--- src/design/ptt_pkg.sv ---
// Package: shared types, codes and helpers for the port trigger table.
package ptt_pkg;

  typedef enum logic [1:0] {
    OP_OUT  = 2'd0,
    OP_IN   = 2'd1,
    OP_DNAT = 2'd2,
    OP_TICK = 2'd3
  } op_t;

  typedef enum logic [1:0] {
    VERDICT_CONTINUE = 2'd0,
    VERDICT_ACCEPT   = 2'd1,
    VERDICT_DNAT     = 2'd2
  } verdict_t;

  localparam logic [1:0]  RULE_TCP      = 2'd0;
  localparam logic [1:0]  RULE_UDP      = 2'd1;
  localparam logic [1:0]  RULE_BOTH     = 2'd2;
  localparam logic [7:0]  PROTO_NUM_TCP = 8'd6;
  localparam logic [7:0]  PROTO_NUM_UDP = 8'd17;
  localparam logic [15:0] TIMEOUT_RESET = 16'd120;
  localparam logic        REG_TIMEOUT   = 1'b0;

  typedef struct packed {
    logic [31:0] src_addr;
    logic [1:0]  proto;
    logic [15:0] mport_lo;
    logic [15:0] mport_hi;
    logic [15:0] rport_lo;
    logic [15:0] rport_hi;
    logic        reply_seen;
    logic [15:0] countdown;
  } entry_t;

  function automatic logic proto_hit(input logic [1:0] ep, input logic [7:0] pp);
    logic r;
    unique case (ep)
      RULE_BOTH: r = 1'b1;
      RULE_TCP:  r = (pp == PROTO_NUM_TCP);
      RULE_UDP:  r = (pp == PROTO_NUM_UDP);
      default:   r = 1'b0;
    endcase
    return r;
  endfunction

endpackage

--- src/design/ptt_if.sv ---
// Interfaces: request and response channels of the port trigger table.
interface ptt_req_if;
  logic        valid;
  logic        ready;
  logic [1:0]  op;
  logic [7:0]  pkt_proto;
  logic [15:0] dest_port;
  logic [31:0] src_addr;
  logic [1:0]  rule_proto;
  logic [15:0] rule_mport_lo;
  logic [15:0] rule_mport_hi;
  logic [15:0] rule_rport_lo;
  logic [15:0] rule_rport_hi;
  modport source (output valid, op, pkt_proto, dest_port, src_addr, rule_proto,
                  rule_mport_lo, rule_mport_hi, rule_rport_lo, rule_rport_hi,
                  input ready);
  modport sink (input valid, op, pkt_proto, dest_port, src_addr, rule_proto,
                rule_mport_lo, rule_mport_hi, rule_rport_lo, rule_rport_hi,
                output ready);
endinterface

interface ptt_rsp_if;
  logic        valid;
  logic        ready;
  logic [1:0]  verdict;
  logic [31:0] dnat_addr;
  logic        table_full;
  modport source (output valid, verdict, dnat_addr, table_full, input ready);
  modport sink (input valid, verdict, dnat_addr, table_full, output ready);
endinterface

--- src/design/ptt_mem.sv ---
// Entry memory: one write port, one registered read port.
module ptt_mem #(
  parameter int ENTRIES = 16,
  parameter int IW = 4
) (
  input  logic            clk,
  input  logic            we,
  input  logic [IW-1:0]   waddr,
  input  ptt_pkg::entry_t wdata,
  input  logic            re,
  input  logic [IW-1:0]   raddr,
  output ptt_pkg::entry_t rdata
);
  ptt_pkg::entry_t mem [ENTRIES];

  always_ff @(posedge clk) begin
    if (we) begin
      mem[waddr] <= wdata;
    end
    if (re) begin
      rdata <= mem[raddr];
    end
  end
endmodule

--- src/design/ptt_cfg.sv ---
// APB configuration register block.
module ptt_cfg (
  input  logic        clk,
  input  logic        rst,
  input  logic        psel,
  input  logic        penable,
  input  logic        pwrite,
  input  logic [2:0]  paddr,
  input  logic [31:0] pwdata,
  output logic [31:0] prdata,
  output logic        pready,
  output logic [15:0] timeout_ticks
);
  logic sel0;
  assign sel0   = (paddr[2] == ptt_pkg::REG_TIMEOUT) && (paddr[1:0] == 2'd0);
  assign pready = 1'b1;
  assign prdata = sel0 ? {16'd0, timeout_ticks} : 32'd0;

  always_ff @(posedge clk) begin
    if (rst) begin
      timeout_ticks <= ptt_pkg::TIMEOUT_RESET;
    end else if (psel && penable && pwrite && sel0) begin
      timeout_ticks <= pwdata[15:0];
    end
  end
endmodule

--- src/design/port_trigger_table.sv ---
// Port trigger table top level.
// Each transaction sweeps the table with one memory read per entry on the
// single read port; a new request is taken only in the idle state, once the
// previous result has been issued. Non TCP/UDP packets other than ticks skip
// the sweep. A stalled result holds off the next request.
// Reset (rst, synchronous) clears all valid bits and restores timeout to 120.
module port_trigger_table #(
  parameter int ENTRIES = 16
) (
  input  logic        clk,
  input  logic        rst,
  ptt_req_if.sink     req,
  ptt_rsp_if.source   rsp,
  input  logic        psel,
  input  logic        penable,
  input  logic        pwrite,
  input  logic [2:0]  paddr,
  input  logic [31:0] pwdata,
  output logic [31:0] prdata,
  output logic        pready
);
  localparam int IW = (ENTRIES > 1) ? $clog2(ENTRIES) : 1;

  typedef enum logic [2:0] {
    S_IDLE   = 3'b001,
    S_SCAN   = 3'b010,
    S_FINISH = 3'b100
  } state_t;

  state_t state;
  logic [15:0] timeout_ticks;

  logic [1:0]  op;
  logic [7:0]  pkt_proto;
  logic [15:0] port;
  logic [31:0] src_addr;
  logic [1:0]  rule_proto;
  logic [15:0] mlo, mhi, rlo, rhi;
  logic        active;

  logic [IW:0]   cnt;
  logic          ev_valid;
  logic [IW-1:0] ev_idx;
  logic          found;
  logic [IW-1:0] best_idx;
  logic [IW-1:0] best_rank;
  ptt_pkg::entry_t best_rec;
  logic          free_found;
  logic [IW-1:0] free_idx;

  logic [ENTRIES-1:0] valid;
  logic [IW-1:0] rank [ENTRIES];

  logic            mem_we, mem_re;
  logic [IW-1:0]   mem_waddr;
  ptt_pkg::entry_t mem_wdata, rd;

  logic accept, out_free, fin_go;
  logic ev_match, ev_expire, ev_tick;
  logic [15:0] lo, hi;
  logic do_insert, do_update;
  ptt_pkg::entry_t new_rec, upd_rec;
  logic [1:0]  v_next;
  logic [31:0] a_next;
  logic        f_next;

  ptt_cfg u_cfg (
    .clk, .rst, .psel, .penable, .pwrite, .paddr, .pwdata, .prdata, .pready,
    .timeout_ticks
  );

  ptt_mem #(.ENTRIES(ENTRIES), .IW(IW)) u_mem (
    .clk, .we(mem_we), .waddr(mem_waddr), .wdata(mem_wdata),
    .re(mem_re), .raddr(cnt[IW-1:0]), .rdata(rd)
  );

  assign req.ready = (state == S_IDLE);
  assign accept    = req.valid && req.ready;
  assign out_free  = !rsp.valid || rsp.ready;
  assign fin_go    = (state == S_FINISH) && out_free;
  assign mem_re    = (state == S_SCAN) && (cnt < (IW+1)'(ENTRIES));

  always_comb begin
    lo = (op == ptt_pkg::OP_OUT) ? rd.mport_lo : rd.rport_lo;
    hi = (op == ptt_pkg::OP_OUT) ? rd.mport_hi : rd.rport_hi;
    ev_match  = ev_valid && valid[ev_idx] && (op != ptt_pkg::OP_TICK)
                && ptt_pkg::proto_hit(rd.proto, pkt_proto)
                && (lo <= port) && (port <= hi);
    ev_tick   = ev_valid && valid[ev_idx] && (op == ptt_pkg::OP_TICK);
    ev_expire = ev_tick && (rd.countdown <= 16'd1);
  end

  always_comb begin
    new_rec.src_addr   = src_addr;
    new_rec.proto      = rule_proto;
    new_rec.mport_lo   = mlo;
    new_rec.mport_hi   = (mhi == 16'd0) ? mlo : mhi;
    new_rec.rport_lo   = rlo;
    new_rec.rport_hi   = (rhi == 16'd0) ? rlo : rhi;
    new_rec.reply_seen = 1'b0;
    new_rec.countdown  = timeout_ticks;
    upd_rec   = best_rec;
    do_insert = 1'b0;
    do_update = 1'b0;
    v_next    = ptt_pkg::VERDICT_CONTINUE;
    a_next    = 32'd0;
    f_next    = 1'b0;
    if (active) begin
      unique case (op)
        ptt_pkg::OP_OUT: begin
          if (found) begin
            do_update = 1'b1;
            upd_rec.countdown = timeout_ticks;
            if (best_rec.reply_seen) begin
              upd_rec.src_addr = src_addr;
            end
          end else if (free_found) begin
            do_insert = 1'b1;
          end else begin
            f_next = 1'b1;
          end
        end
        ptt_pkg::OP_IN: begin
          if (found) begin
            do_update = 1'b1;
            upd_rec.countdown = timeout_ticks;
            v_next = ptt_pkg::VERDICT_ACCEPT;
          end
        end
        ptt_pkg::OP_DNAT: begin
          if (found && (best_rec.src_addr != 32'd0)) begin
            do_update = 1'b1;
            upd_rec.reply_seen = 1'b1;
            v_next = ptt_pkg::VERDICT_DNAT;
            a_next = best_rec.src_addr;
          end
        end
        default: ;
      endcase
    end
  end

  always_comb begin
    mem_we    = 1'b0;
    mem_waddr = ev_idx;
    mem_wdata = rd;
    if (ev_tick && !ev_expire) begin
      mem_we = 1'b1;
      mem_wdata.countdown = rd.countdown - 16'd1;
    end else if (fin_go && do_insert) begin
      mem_we    = 1'b1;
      mem_waddr = free_idx;
      mem_wdata = new_rec;
    end else if (fin_go && do_update) begin
      mem_we    = 1'b1;
      mem_waddr = best_idx;
      mem_wdata = upd_rec;
    end
  end

  always_ff @(posedge clk) begin
    if (accept) begin
      op         <= req.op;
      pkt_proto  <= req.pkt_proto;
      port       <= req.dest_port;
      src_addr   <= req.src_addr;
      rule_proto <= req.rule_proto;
      mlo        <= req.rule_mport_lo;
      mhi        <= req.rule_mport_hi;
      rlo        <= req.rule_rport_lo;
      rhi        <= req.rule_rport_hi;
      active     <= (req.op == ptt_pkg::OP_TICK) || (req.pkt_proto == ptt_pkg::PROTO_NUM_TCP)
                    || (req.pkt_proto == ptt_pkg::PROTO_NUM_UDP);
    end
    if (accept) begin
      found      <= 1'b0;
      free_found <= 1'b0;
    end else if (ev_valid) begin
      if (ev_match && (!found || rank[ev_idx] < best_rank)) begin
        found     <= 1'b1;
        best_idx  <= ev_idx;
        best_rank <= rank[ev_idx];
        best_rec  <= rd;
      end
      if (!valid[ev_idx] && !free_found) begin
        free_found <= 1'b1;
        free_idx   <= ev_idx;
      end
    end
    ev_idx <= cnt[IW-1:0];
    for (int j = 0; j < ENTRIES; j++) begin
      if (fin_go && do_insert) begin
        if (IW'(j) == free_idx) begin
          rank[j] <= '0;
        end else if (valid[j]) begin
          rank[j] <= rank[j] + 1'b1;
        end
      end else if (ev_expire && valid[j] && (rank[j] > rank[ev_idx])) begin
        rank[j] <= rank[j] - 1'b1;
      end
    end
    if (fin_go) begin
      rsp.verdict    <= v_next;
      rsp.dnat_addr  <= a_next;
      rsp.table_full <= f_next;
    end
  end

  always_ff @(posedge clk) begin
    if (rst) begin
      state     <= S_IDLE;
      cnt       <= '0;
      ev_valid  <= 1'b0;
      valid     <= '0;
      rsp.valid <= 1'b0;
    end else begin
      ev_valid <= mem_re;
      if (ev_expire) begin
        valid[ev_idx] <= 1'b0;
      end
      if (fin_go && do_insert) begin
        valid[free_idx] <= 1'b1;
      end
      if (fin_go) begin
        rsp.valid <= 1'b1;
      end else if (rsp.ready) begin
        rsp.valid <= 1'b0;
      end
      unique case (state)
        S_IDLE: begin
          cnt <= '0;
          if (accept) begin
            if ((req.op == ptt_pkg::OP_TICK) || (req.pkt_proto == ptt_pkg::PROTO_NUM_TCP)
                || (req.pkt_proto == ptt_pkg::PROTO_NUM_UDP)) begin
              state <= S_SCAN;
            end else begin
              state <= S_FINISH;
            end
          end
        end
        S_SCAN: begin
          if (mem_re) begin
            cnt <= cnt + 1'b1;
          end
          if (ev_valid && (ev_idx == IW'(ENTRIES - 1))) begin
            state <= S_FINISH;
          end
        end
        S_FINISH: begin
          if (out_free) begin
            state <= S_IDLE;
          end
        end
        default: state <= S_IDLE;
      endcase
    end
  end
endmodule

--- src/flat_wrapper.sv ---
// flat-port wrapper written by rule: the top's interface ports become plain ports
module port_trigger_table_flat 
#(
  parameter int ENTRIES = 16
)
  (clk, rst, psel, penable, pwrite, paddr, pwdata, prdata, pready, req_valid, req_op, req_pkt_proto, req_dest_port, req_src_addr, req_rule_proto, req_rule_mport_lo, req_rule_mport_hi, req_rule_rport_lo, req_rule_rport_hi, req_ready, rsp_valid, rsp_verdict, rsp_dnat_addr, rsp_table_full, rsp_ready);
  ptt_req_if req_i ();
  ptt_rsp_if rsp_i ();
  input  logic clk;
  input  logic rst;
  input  logic psel;
  input  logic penable;
  input  logic pwrite;
  input  logic [2:0] paddr;
  input  logic [31:0] pwdata;
  output logic [31:0] prdata;
  output logic pready;
  input wire logic [$bits(req_i.valid)-1:0] req_valid;
  input wire logic [$bits(req_i.op)-1:0] req_op;
  input wire logic [$bits(req_i.pkt_proto)-1:0] req_pkt_proto;
  input wire logic [$bits(req_i.dest_port)-1:0] req_dest_port;
  input wire logic [$bits(req_i.src_addr)-1:0] req_src_addr;
  input wire logic [$bits(req_i.rule_proto)-1:0] req_rule_proto;
  input wire logic [$bits(req_i.rule_mport_lo)-1:0] req_rule_mport_lo;
  input wire logic [$bits(req_i.rule_mport_hi)-1:0] req_rule_mport_hi;
  input wire logic [$bits(req_i.rule_rport_lo)-1:0] req_rule_rport_lo;
  input wire logic [$bits(req_i.rule_rport_hi)-1:0] req_rule_rport_hi;
  output wire logic [$bits(req_i.ready)-1:0] req_ready;
  output wire logic [$bits(rsp_i.valid)-1:0] rsp_valid;
  output wire logic [$bits(rsp_i.verdict)-1:0] rsp_verdict;
  output wire logic [$bits(rsp_i.dnat_addr)-1:0] rsp_dnat_addr;
  output wire logic [$bits(rsp_i.table_full)-1:0] rsp_table_full;
  input wire logic [$bits(rsp_i.ready)-1:0] rsp_ready;
  assign req_i.valid = req_valid;
  assign req_i.op = req_op;
  assign req_i.pkt_proto = req_pkt_proto;
  assign req_i.dest_port = req_dest_port;
  assign req_i.src_addr = req_src_addr;
  assign req_i.rule_proto = req_rule_proto;
  assign req_i.rule_mport_lo = req_rule_mport_lo;
  assign req_i.rule_mport_hi = req_rule_mport_hi;
  assign req_i.rule_rport_lo = req_rule_rport_lo;
  assign req_i.rule_rport_hi = req_rule_rport_hi;
  assign req_ready = req_i.ready;
  assign rsp_valid = rsp_i.valid;
  assign rsp_verdict = rsp_i.verdict;
  assign rsp_dnat_addr = rsp_i.dnat_addr;
  assign rsp_table_full = rsp_i.table_full;
  assign rsp_i.ready = rsp_ready;
  port_trigger_table #(.ENTRIES(ENTRIES)) u_core (.clk(clk), .rst(rst), .req(req_i), .rsp(rsp_i), .psel(psel), .penable(penable), .pwrite(pwrite), .paddr(paddr), .pwdata(pwdata), .prdata(prdata), .pready(pready));
endmodule
--- config.mk ---
export PLATFORM = sky130hd
export DESIGN_NAME = port_trigger_table_flat
export DESIGN_NICKNAME = d
export VERILOG_FILES = /design/src/design/ptt_pkg.sv /design/src/design/ptt_if.sv /design/src/design/ptt_mem.sv /design/src/design/ptt_cfg.sv /design/src/design/port_trigger_table.sv /design/src/flat_wrapper.sv
export SDC_FILE = /design/constraint.sdc
export NUM_CORES = 2
export LEC_CHECK = 0
export BUFFER_PORTS_ARGS = -buffer_cell sky130_fd_sc_hd__buf_2
export CAP_MARGIN = 20
export CORE_MARGIN = 4
export CORE_UTILIZATION = 50
export CTS_CLUSTER_DIAMETER = 40
export CTS_CLUSTER_SIZE = 14
export DETAILED_ROUTE_END_ITERATION = 8
export PLACE_DENSITY = 0.67
export REMOVE_ABC_BUFFERS = 1
export SKIP_LAST_GASP = 1
export SLEW_MARGIN = 5
export SYNTH_ARGS = -nofsm -noshare
export SYNTH_HDL_FRONTEND = slang
export SYNTH_HIERARCHICAL = 1
export SYNTH_SLANG_ARGS = --single-unit
--- constraint.sdc ---
create_clock -name clk -period 11.35 [get_ports clk]
set_input_delay 1.7025 -clock clk [delete_from_list [all_inputs] [get_ports clk]]
set_output_delay 1.7025 -clock clk [all_outputs]
set_load 0.01 [all_outputs]
* After elaboration in Yosys (flattened, before gate mapping)
Memory sizes are Yosys's and may differ from the RTL's. A register that Yosys moved wholly into a read port is not among the register bits.
Cells that the tools add are included.
** Storage, ports and cells
- Bits in read-only memories :: 0
- Latch bits :: 0
- Memories :: 2
- RAM bits :: 1904
- Register bits after elaboration :: 335
- Logic and storage cells :: 498
- Input port bits :: 166
- Output and inout port bits :: 70
** Operators by class
- Multipliers :: 0
- Mux-type cells :: 249
- Shifts and indexed selects :: 0
- Divide/modulo/power cells :: 0
- Bitwise gates (word level) :: 39
- Equality and inequality tests :: 34
- Reduce and logical (&&, ||, !) cells :: 82
- Add/sub/neg operators :: 34
- Magnitude comparators :: 25
** Memory list
- u_core.u_mem.mem :: depth 16, bits a word 115, read ports 1, clocked after Yosys merged registers in 1, wr ports 1, RTL line ptt_mem.sv:14 : ptt_pkg::entry_t mem [ENTRIES];
- u_core.rank :: depth 16, bits a word 4, read ports 17, clocked after Yosys merged registers in 1, wr ports 16, RTL line port_trigger_table.sv:52 : logic [IW-1:0] rank [ENTRIES];
** Operators by type and width (count)
- $mux 115 :: 2
- $mux 1 :: 181
- $mux 16 :: 11
- $mux 4 :: 35
- $mux 32 :: 4
- $mux 99 :: 1
- $add 4x1->4 const B :: 16
- $gt 4x4->1 :: 16
- $sub 4x1->4 const B :: 16
- $logic_and 1x1->1 :: 55
- $eq 4x4->1 const A :: 8
- $le 16x16->1 :: 2
- $logic_not 16->1 :: 2
- $or 1x1->1 :: 32
- $reduce_bool 32->1 :: 1
- $mux 17 :: 1
- $and 16x16->16 :: 1
- $eq 3x4->1 const A :: 4
- $eq 8x3->1 const B :: 2
- $eq 8x5->1 const B :: 2
- $le 16x1->1 const B :: 1
- $not 16->16 :: 1
- $or 16x16->16 :: 1
- $sub 16x1->16 const B :: 1
- 35 further kinds :: 67

* Depth between registers and ports, before layout
- Depth in word-level cells :: 11
- Gate-level depth with buffers :: 18
- Gate-level depth less buffers :: 15

* By module
The synthesis kept the hierarchy.
** By module, submodules not included
- ptt_mem :: cells each 2940, instances 1, area an instance 72240.5 sq um, seq. area each 58706.3 sq um
- port_trigger_table :: cells each 1919, instances 1, area an instance 21227.9 sq um, seq. area each 11180.7 sq um
- ptt_cfg :: cells each 107, instances 1, area an instance 979.7 sq um, seq. area each 320.3 sq um

* Worst setup path before layout
No wires, ideal clock.
- Kind :: input to register
- From :: input rsp_ready
- To :: memory u_core/u_mem/mem[12][0] in the netlist's numbering, enable pin
- Data required time :: 10.621 ns
- Library setup time :: 0.729 ns
- Path slack :: -0.685 ns
- Cell stages on the path :: 10
- Buffers on the path :: 3
- Arrival :: 11.306 ns
- Path through :: nor2b_1 > nor3_1 > o21a_1 > clkbuf_1 > clkbuf_1 > clkbuf_1 > a22oi_1 > o21ai_0 > nand3_1 > nor3_1
** Between the ends
- Elaborated cells on any way between the ends :: 12
- Classes of those cells :: mux: 8; reduce/logical: 4
** RTL lines
- start, declared :: RTL line flat_wrapper.sv:33 : input wire logic [$bits(rsp_i.ready)-1:0] rsp_ready;
- $logic_or 1x1->1 * :: RTL line port_trigger_table.sv:79 : assign out_free = !rsp.valid || rsp.ready;
- $logic_and 1x1->1 * :: RTL line port_trigger_table.sv:80 : assign fin_go = (state == S_FINISH) && out_free;
- $logic_and 1x1->1 :: RTL line port_trigger_table.sv:154 : end else if (fin_go && do_update) begin
- $mux 4 :: RTL line port_trigger_table.sv:154
- $mux 4 * :: RTL line port_trigger_table.sv:150 : end else if (fin_go && do_insert) begin
- $mux 4 * :: RTL line port_trigger_table.sv:147 : if (ev_tick && !ev_expire) begin
- via u_core.mem_waddr[3] :: RTL line port_trigger_table.sv:55 : logic [IW-1:0] mem_waddr;
- end, declared :: RTL line ptt_mem.sv:14
Mark *: on every way through the listed nets, which the timed path passes. The rest lies on a longest branch.

* Final worst setup path
- From :: register u_core/best_rec[99] in the netlist's numbering
- To :: memory u_core/u_mem/mem[7][14] in the netlist's numbering, enable pin
** Between the ends
- Elaborated cells on any way between the ends :: 14
- Classes of those cells :: mux: 11; reduce/logical: 3
** RTL lines
- start, declared :: RTL line port_trigger_table.sv:47 : ptt_pkg::entry_t best_rec;
- start signal, assigned :: RTL line port_trigger_table.sv:183 : best_rec <= rd;
- $reduce_bool 32->1 :: RTL line port_trigger_table.sv:131 : if (found && (best_rec.src_addr != 32'd0)) begin
- $logic_and 1x1->1 :: RTL line port_trigger_table.sv:131
- $mux 1 :: RTL line port_trigger_table.sv:131
- $pmux 1 s2 :: RTL line port_trigger_table.sv:109 : unique case (op)
- $mux 1 :: RTL line port_trigger_table.sv:108 : if (active) begin
- $logic_and 1x1->1 :: RTL line port_trigger_table.sv:154
- $mux 4 :: RTL line port_trigger_table.sv:154
- $mux 4 :: RTL line port_trigger_table.sv:150
- $mux 4 :: RTL line port_trigger_table.sv:147
- via u_core.mem_waddr[0] :: RTL line port_trigger_table.sv:55
The timed path passes the listed nets, and every way through them passes these cells.

==> results.sh <==
export IMPL_status="finished clean"
export IMPL_crit_arrival_ns=7.12
export IMPL_power_uw=19700
export IMPL_drc_errors=0
export IMPL_clock_sinks=2354
export IMPL_dp_cells=7545
export IMPL_cts_reportedPaths_clkPinSlew_ns=0.06
export IMPL_port_buffers=202
export IMPL_peakVddDrop_mv=0.128
export IMPL_p_sw_frac=0.206
export IMPL_yosysWarnings=6
export IMPL_dp_hpwl_um=125000
export IMPL_cap_violations=0
export IMPL_crit_fanout=40
export IMPL_intPower_uw=15600
export IMPL_switchingPower_uw=4070
export IMPL_crit_path_start_kind="register"
export IMPL_cts_hold_buffers=0
export IMPL_cts_root_buf="clkbuf_16"
export IMPL_synth_area_um2=94400
export IMPL_first_global_vias=51100
export IMPL_grt_pass1_wl_um=353000
export IMPL_initial_core_util=0.503
export IMPL_die_w_um=443
export IMPL_grt_max_degree=117
export IMPL_critPathKind="reg -> reg"
export IMPL_period_needed_ns=6.59
export IMPL_synth_area_per_cell_um2=19.0
export IMPL_finalCritPeriodShare=0.580
export IMPL_hp_class="reg -> reg"
export IMPL_synthToLayoutAreaGrowth_pct=15.9
export IMPL_power_per_cell_area_nw_per_um2=180
export IMPL_dpl_cell_area_um2=98700
export IMPL_pwr_share_comb=0.010
export IMPL_nNetsFinal=5689
export IMPL_routabilityCongestion=0.823
export IMPL_cts_buffer_depth=4
export IMPL_drtIter0Drc=6418
export IMPL_clock_skew_ns=0.0649
export IMPL_p_leak_uw=0.0352
export IMPL_synth_seq_area_share=0.743
export IMPL_max_slew_margin=0.207
export IMPL_htreeDepth=5
export IMPL_die_area_um2=196000
export IMPL_tightest_slew_ns=1.19
export IMPL_cts_tree="done"
export IMPL_ioPinCount=236
export IMPL_timing_fmax_mhz=152
export IMPL_seq_power_share=0.484
export IMPL_core_area_um2=188000
export IMPL_cts_resized=0
export IMPL_cts_repair_timing_setup_buffer_count=0
export IMPL_stdcell_area_um2=109000
export IMPL_rsz0062_at_grt="no"
export IMPL_synth_distinct_cells=74
export IMPL_ys_seq_elements=2354
export IMPL_grt_ovfl_total=0
export IMPL_cts_buffers=324
export IMPL_hold_violations=0
export IMPL_clock_latency_ns=0.95
export IMPL_end_kind="register"
export IMPL_final_common_cell="edfxtp_1"
export IMPL_vias=51100
export IMPL_grt_antenna_before_repair=5
export IMPL_die_h_um=443
export IMPL_final_cell_mix="edfxtp_1, mux4_2, clkbuf_16"
export IMPL_synthArstFlopShare=0
export IMPL_layout_drive_gt1_share=0.255
export IMPL_grt_usage=0.245
export IMPL_synth_edf_count=2306
export IMPL_fin_cells=8117
export IMPL_setup_violations=0
export IMPL_slew_viol_final=0
export IMPL_synth_flop_cell="edfxtp_1"
export IMPL_viasPerCell=6.29
export IMPL_clockPowerShare=0.506
export IMPL_worstPathRequired_ns=11.88
export IMPL_synth_cells=4966
export IMPL_drtPass1Iterations=6
export IMPL_ant_nets=0
export IMPL_whs_ns=0.449
export IMPL_finalWirelength_um=242000
export IMPL_routedWlPerCell_um=29.8
export IMPL_core_rowCount=159
-- area by class of cell --
type / count / area, um^2
Multi-Input combinational cell: 2214 / 22500
Fill cell: 13600 / 78400
Timing Repair Buffer: 345 / 2320
Inverter: 145 / 549
Clock buffer: 347 / 8330
Clock inverter: 216 / 2380
Sequential cell: 2354 / 70200
Tap cell: 2495 / 3120
Antenna cell: 1 / 2.50
-- sequential cells by signal, summed over array words and instances, names as in the netlist, 2 cells and up --
register / flops
u_core/rule_proto: 2
u_core/free_idx: 4
u_core/cnt: 5
u_core/op: 2
u_core/rlo: 16
u_core/best_idx: 4
u_core/best_rank: 4
u_core/rsp.verdict: 2
u_core/mlo: 16
u_core/rank: 64
u_core/valid: 16
u_core/pkt_proto: 8
u_core/port: 16
u_core/src_addr: 32
u_core/mhi: 16
u_core/ev_idx: 4
u_core/best_rec: 115
u_core/u_cfg/timeout_ticks: 16
u_core/u_mem/mem: 1840
u_core/state: 3
u_core/rsp.dnat_addr: 32
u_core/rhi: 16
u_core/u_mem/rdata: 115
-- metal layers --
metal  up-vias  routed length (um)  GRT usage
met5         -                  13          0
met4         2                7890     0.0832
li1      21300                   -          -
met2      2673              119000      0.399
met1     26700               94000      0.339
met3       436               21400     0.0445
-- critical path, cell delays in order, from the launching register on --
cell	delay, ns
edfxtp_1	0.42
nor4_1	0.86
nand4_1	0.63
o211a_1	0.45
o21ai_4	0.16
nand2_2	0.06
buf_4	0.27
o21ai_0	0.86
nand2_1	0.47
nor2_4	0.38
buf_4	0.59
buf_4	0.76
-- cells by family after synthesis --
group / Yosys count / synth area share
AOI/OAI and AO/OA: 708 / 0.0514
xor gates and xnor gates: 16 / 0.00148
adders and majority gates: 139 / 0.0185
buffers and inverters: 413 / 0.0213
DFF: 2354 / 0.743
muxes: 563 / 0.124
other: 2 / 0.0000795
and+or+nand+nor: 771 / 0.0400
-- per-stage QoR --
| step | utilization | TNS [ns] | worst slack, ns |
|---|---|---|---|
| detailed placement | 0.525 | 0 | 4.40 |
| finish | 0.583 | 0 | 4.76 |
| global placement | 0.525 | 0 | 4.46 |
| CTS | 0.582 | 0 | 4.79 |
| floorplan | - | -8800.29 | -8.93 |
| global route | 0.583 | 0 | 4.58 |
-- synthesized netlist by cell type (all sizes together) (15+ instances only) --
library cell,number,area share
clkbuf,139,0.0055
ha,138,0.018
nand4,29,0.0019
o21a,23,0.0018
nor3,54,0.0030
nand3,111,0.0059
nand2,243,0.0097
nand2b,38,0.0025
a21oi,129,0.0068
a31oi,32,0.0023
a22oi,303,0.024
a311oi,15,0.0014
mux4,483,0.12
and2,56,0.0037
inv,145,0.0058
mux2i,60,0.0064
or3,19,0.0013
a221o,30,0.0032
dfxtp,48,0.010
nor2,124,0.0049
edfxtp,2306,0.73
nor4,22,0.0016
mux2,20,0.0024
o21ai,106,0.0056
buf,129,0.010
nor2b,35,0.0023
-- path summary, 6_finish.rpt --
| path | start | end | slack, ns | cells past startpoint |
|---|---|---|---|---|
| hold reg to reg | u_core/u_mem/rdata[34] | u_core/best_rec[34] | 0.45 | 0 |
| setup / recovery | u_core/best_rec[99] | u_core/u_mem/mem[7][14] | 4.76 | 11 |
| setup reg to reg | u_core/best_rec[99] | u_core/u_mem/mem[7][14] | 4.76 | 11 |
| hold / removal | u_core/u_mem/rdata[34] | u_core/best_rec[34] | 0.45 | 0 |
-- power by group through the flow --
stage	Clock [uW]	Sequential, uW	Combinational [uW]
2_1_floorplan	0	9680	119
3_5_place_dp	0	9710	201
6_report	9980	9530	200
4_1_cts	10100	9530	202
5_1_grt	10600	9530	217
3_3_place_gp	0	9710	197
Power figures use the tool's default switching activity.
